[config.mk]
export PLATFORM = sky130hd
export DESIGN_NAME = adou_rot_stage
export DESIGN_NICKNAME = d
export VERILOG_FILES = /design/src/rtl/ambisonic_diffuse_order_upmix_unit_macros.svh /design/src/rtl/adou_pkg.sv /design/src/rtl/adou_rot_stage.sv
export SDC_FILE = /design/constraint.sdc
export NUM_CORES = 2
export LEC_CHECK = 0
export BUFFER_PORTS_ARGS = -buffer_cell sky130_fd_sc_hd__buf_4
export CAP_MARGIN = 20
export CORE_UTILIZATION = 45
export DETAILED_ROUTE_END_ITERATION = 16
export GPL_TIMING_DRIVEN = 0
export HOLD_SLACK_MARGIN = 0.05
export PLACE_DENSITY = 0.73
export SYNTH_ARGS = -nofsm -noshare
export SYNTH_HDL_FRONTEND = slang
export SYNTH_SLANG_ARGS = --single-unit
[constraint.sdc]
create_clock -name aclk -period 26 [get_ports aclk]
set_input_delay 1.3 -clock aclk [delete_from_list [all_inputs] [get_ports aclk]]
set_output_delay 1.3 -clock aclk [all_outputs]
set_load 0.03 [all_outputs]
[src/rtl/ambisonic_diffuse_order_upmix_unit_macros.svh]
// Assertion macros shared by the ambisonic upmix RTL.
`ifndef AMBISONIC_DIFFUSE_ORDER_UPMIX_UNIT_MACROS_SVH
`define AMBISONIC_DIFFUSE_ORDER_UPMIX_UNIT_MACROS_SVH

// Condition that must hold at every clock edge outside reset.
`define ADOU_ASSERT_HOLDS(label, cond, msg) \
    label: assert property (@(posedge aclk) disable iff (!aresetn) (cond)) \
        else $error(msg);

// Condition in one cycle that implies another in the same cycle.
`define ADOU_ASSERT_SAME(label, ante, cons, msg) \
    label: assert property (@(posedge aclk) disable iff (!aresetn) (ante) |-> (cons)) \
        else $error(msg);

// Condition in one cycle that implies another in the next cycle.
`define ADOU_ASSERT_NEXT(label, ante, cons, msg) \
    label: assert property (@(posedge aclk) disable iff (!aresetn) (ante) |=> (cons)) \
        else $error(msg);

`endif

[src/rtl/adou_pkg.sv]
// Types and constants shared by the ambisonic diffuse order upmix modules.
package adou_pkg;

    localparam int NUM_IN_FIELDS   = 3;
    localparam int NUM_OUT_FIELDS  = 11;

    localparam int DELAY_BITS      = 11;
    localparam int ORDER_BITS      = 3;
    localparam int CFG_INDEX_BITS  = 8;
    localparam int CFG_DATA_BITS   = 11;

    localparam logic [DELAY_BITS-1:0] DELAY_RESET     = 11'd480;
    localparam logic [ORDER_BITS-1:0] MAX_ORDER_RESET = 3'd3;

    localparam int COEF_BITS  = 18;
    localparam int COEF_FRAC  = 17;
    localparam logic signed [COEF_BITS-1:0] COEF_Q17 = 18'sd92682;
    localparam int ROUND_HALF = 1 << (COEF_FRAC - 1);

    localparam int FIRST_ORDER = 2;
    localparam int LAST_ORDER  = 5;
    localparam int NUM_STAGES  = LAST_ORDER - FIRST_ORDER + 1;

    typedef enum logic [CFG_INDEX_BITS-1:0] {
        REG_DELAY_SAMPLES = 8'd0,
        REG_MAX_ORDER     = 8'd1
    } cfg_reg_t;

    typedef struct packed {
        logic advance;
        logic valid;
        logic order_on;
    } rot_ctrl_t;

endpackage

[src/rtl/adou_rot_stage.sv]
// One order of the upmix: 45 degree rotation of both comb pairs and saturated output.
module adou_rot_stage #(
    parameter int SAMPLE_BITS = 24,
    parameter int ROT_BITS    = 29,
    parameter int ORDER       = 2
) (
    input  logic                                               aclk,
    input  logic                                               aresetn,
    input  adou_pkg::rot_ctrl_t                                ctrl,
    input  logic signed [ROT_BITS-1:0]                         in_x1,
    input  logic signed [ROT_BITS-1:0]                         in_y1,
    input  logic signed [ROT_BITS-1:0]                         in_x2,
    input  logic signed [ROT_BITS-1:0]                         in_y2,
    input  logic [adou_pkg::NUM_OUT_FIELDS*SAMPLE_BITS-1:0]    in_payload,
    output logic                                               out_valid,
    output logic signed [ROT_BITS-1:0]                         out_x1,
    output logic signed [ROT_BITS-1:0]                         out_y1,
    output logic signed [ROT_BITS-1:0]                         out_x2,
    output logic signed [ROT_BITS-1:0]                         out_y2,
    output logic [adou_pkg::NUM_OUT_FIELDS*SAMPLE_BITS-1:0]    out_payload
);
    import adou_pkg::*;

    localparam int PAY_BITS  = NUM_OUT_FIELDS * SAMPLE_BITS;
    localparam int PROD_BITS = ROT_BITS + COEF_BITS;
    localparam int NEG_LSB   = (2 * ORDER - 1) * SAMPLE_BITS;
    localparam int POS_LSB   = 2 * ORDER * SAMPLE_BITS;
    localparam logic signed [ROT_BITS-1:0] SAT_HI =
        ROT_BITS'((64'sd1 <<< (SAMPLE_BITS - 1)) - 64'sd1);
    localparam logic signed [ROT_BITS-1:0] SAT_LO = -SAT_HI - ROT_BITS'(1);

    logic                       valid_reg;
    logic signed [ROT_BITS-1:0] x1_reg;
    logic signed [ROT_BITS-1:0] y1_reg;
    logic signed [ROT_BITS-1:0] x2_reg;
    logic signed [ROT_BITS-1:0] y2_reg;
    logic [PAY_BITS-1:0]        payload_reg;

    function automatic logic signed [ROT_BITS-1:0] rot_q(input logic signed [ROT_BITS-1:0] a);
        logic signed [PROD_BITS-1:0] p;
        p = PROD_BITS'(a) * PROD_BITS'(COEF_Q17);
        p = p + PROD_BITS'(ROUND_HALF);
        return ROT_BITS'(p >>> COEF_FRAC);
    endfunction

    function automatic logic [SAMPLE_BITS-1:0] sat_q(input logic signed [ROT_BITS-1:0] s);
        logic signed [ROT_BITS-1:0] v;
        v = (s + ROT_BITS'(1)) >>> 1;
        if (v > SAT_HI) begin
            v = SAT_HI;
        end else if (v < SAT_LO) begin
            v = SAT_LO;
        end
        return SAMPLE_BITS'(v);
    endfunction

    always_ff @(posedge aclk) begin
        if (!aresetn) begin
            valid_reg <= 1'b0;
        end else if (ctrl.advance) begin
            valid_reg <= ctrl.valid;
        end
    end

    always_ff @(posedge aclk) begin
        if (ctrl.advance && ctrl.valid) begin
            x1_reg      <= rot_q(in_x1 - in_y1);
            y1_reg      <= rot_q(in_x1 + in_y1);
            x2_reg      <= rot_q(in_x2 + in_y2);
            y2_reg      <= rot_q(in_x2 - in_y2);
            payload_reg <= in_payload;
        end
    end

    always_comb begin
        out_payload = payload_reg;
        out_payload[NEG_LSB +: SAMPLE_BITS] = ctrl.order_on ? sat_q(x1_reg + x2_reg) : '0;
        out_payload[POS_LSB +: SAMPLE_BITS] = ctrl.order_on ? sat_q(y1_reg + y2_reg) : '0;
    end

    assign out_valid = valid_reg;
    assign out_x1    = x1_reg;
    assign out_y1    = y1_reg;
    assign out_x2    = x2_reg;
    assign out_y2    = y2_reg;

endmodule
==> flow_summary.toml <==
[run_status]
status = "finished clean"

[layout]
fill_cells = 10590
seq_area_mm2 = 0.009990
area_growth_pct = 17.07
largest_reg_flops = 216
layout-drive-gt1-share_pct = 13.87
layout_common_cells = "inv_1 (1,328), ha_1 (942), buf_4 (729), fa_1 (578), edfxtp_1 (332)"
final_area_mm2 = 0.06321
final_nets = 8352
final_common_cell = "inv_1"
multi_input_area_mm2 = 0.03865

[cts]
cts_resized = 0
post-cts-setup-buffer-count = 0
clk_path_buf_depth = 3
cts-hold-fix-buffers = 0
cts_tree = "yes"
insertion_delay_ps = 630
clock-sinks = 333
cts_buffers = 42
htreeDepth = 2
clk_pin_slew_ps = 60
cts_root_buffer = "clkbuf_16"

[synthesis]
synth_area_leaders = "ha_1 (22%), fa_1 (21%), edfxtp_1 (18%)"
syn_inst = 5665
yosysSeqAreaShare_pct = 18.50
synth_area_mm2 = 0.05400
ys_warn_count = 0
synthArstFlopShare_pct = 0
synth_top_area_cell = "ha_1"
yosysTopAreaCellShare_pct = 21.83
synth.avg_cell_area_um2 = 9.531
synth_edf_count = 332
syn_nets = 7570
synth_flop_cell = "edfxtp_1"
synth_cell_types = 109
ys_ff_latch = 333

[sta]
max_slew_margin_pct = 17.29
worst_slew_pin_slew_ps = 1232
skew_ps = 0
fmax_mhz = 89.71
rsz0062_at_grt = "false"
fin_crit_sh_pct = 42.87
finalCriticalPeriod_ps = 11150
drv_slew = 0
setup_tns_ps = 0
finalSetupViolCount = 0
finalHoldViolations = 0

[detailed_routing]
ant_nets = 0
wl_per_cell_um = 21.61
postRouteWirelength_um = 174800
drc_errors = 0
dr.pass1.iters = 8
drtIter0Drc = 2754
route.vias.total = 42880
viasPerCell = 5.301

[floorplan]
coreArea_mm2 = 0.1186
die_h_um = 348.4
die_x_um = 348.4
io_pins = 766
rows = 126
initial_core_util_pct = 45.55
dieArea_mm2 = 0.1214

[grt]
grt_pass1_wl_um = 260100
antenna_found_initial = 24
grt_pass1_vias = 43350
grt_util_all_layers_pct = 28.47
overflow = 0
grt_start_max_net_pins = 66

[placement]
dpl-instance-area_mm2 = 0.06170
place.gp.congestion = 0.9706
dpl.hpwl_um = 151900
io_buffers = 717

[worst_setup_path]
crit_path_max_incr_delay_ps = 990
critPathCaptureType = "flop"
critPathKind = "input pin to flop"
cp.required_ps = 26400
crit_fanout = 9
slowest_stage = "xnor2_1"
worstSetupStartpointType = "input pin"
cp_common_cell = "fa_1"
worstPathArrival_ps = 11550
r2r_start = "out_valid"
crit_start = "in_x2[2]"

[hold_path]
hp-class = "flop to flop"
worstHoldStart = "out_valid"

[job]
drv_cap = 0
==> final cells by class <==
class                   instances  area share (%)
well taps                    1600           3.167
clock inverters                32          0.6572
flip-flops and latches        333           15.80
repair buffers                738           9.010
plain buffers                  92          0.6017
multi-input cells            3909           61.14
clock buffers                  46           1.686
inverters                    1331           7.904
diodes                          8         0.03167
==> final timing paths <==
check / slack [ps] / cells past startpoint / to
worst min-delay path: 610 / 2 / out_valid
worst min register to register: 610 / 2 / out_valid
worst max-delay path: 14850 / 35 / out_x2[28]
worst max register to register: 25300 / 2 / out_valid
==> synth_stat cells (all sizes together) (86+ instances only) <==
| cell type | instances |
|---|---|
| nand2 | 236 |
| a21o | 86 |
| edfxtp | 332 |
| a21oi | 255 |
| ha | 942 |
| inv | 1328 |
| fa | 578 |
| xnor2 | 302 |
| nor2 | 239 |
| xor2 | 165 |
| o21ai | 192 |
| nand3 | 95 |
==> per-layer routing <==
layer / global-route usage (%) / part of all wire [%]
met4: 12.81 / 4.7
met3: 5.702 / 6.8
met2: 50.47 / 50
met5: 0 / 0.038
met1: 33.02 / 38
==> worst max-delay path, delay by kind of cell <==
family | cells | cell delay (ps)
AO/OA/AOI/OAI | 7 | 2010
buffers and inverters | 6 | 500
AND/OR/NAND/NOR | 12 | 3220
adder cells (fa/ha/maj) | 8 | 3450
XOR/XNOR | 2 | 1070
==> stage by stage <==
step / hold WS (ps) / setup slack (ps) / utilization [%] / std cells
finish: 614.4 / 14850 / 53.32 / 8089
global route: 657.7 / 14360 / 53.32 / 8087
CTS: 606.9 / 15100 / 53.29 / 8079
detailed placement: 585.5 / 14440 / 52.04 / 8001
global placement: 587.0 / 13010 / 51.77 / 7982
floorplan: 747.4 / 15450 / - / 5665
==> cells by family after synthesis <==
| logic type | Yosys count | share of synthesized area [%] |
|---|---|---|
| fa+ha+maj | 1520 | 43.26 |
| simple gates | 1013 | 9.575 |
| compound gates | 903 | 10.98 |
| flops | 333 | 18.50 |
| xor+xnor | 468 | 7.631 |
| mux | 5 | 0.09501 |
| buf+inv | 1423 | 9.957 |
Power is left out: the tool's default activity adds up to more than one toggle a clock period on the data nets, which glitch-free logic cannot reach.
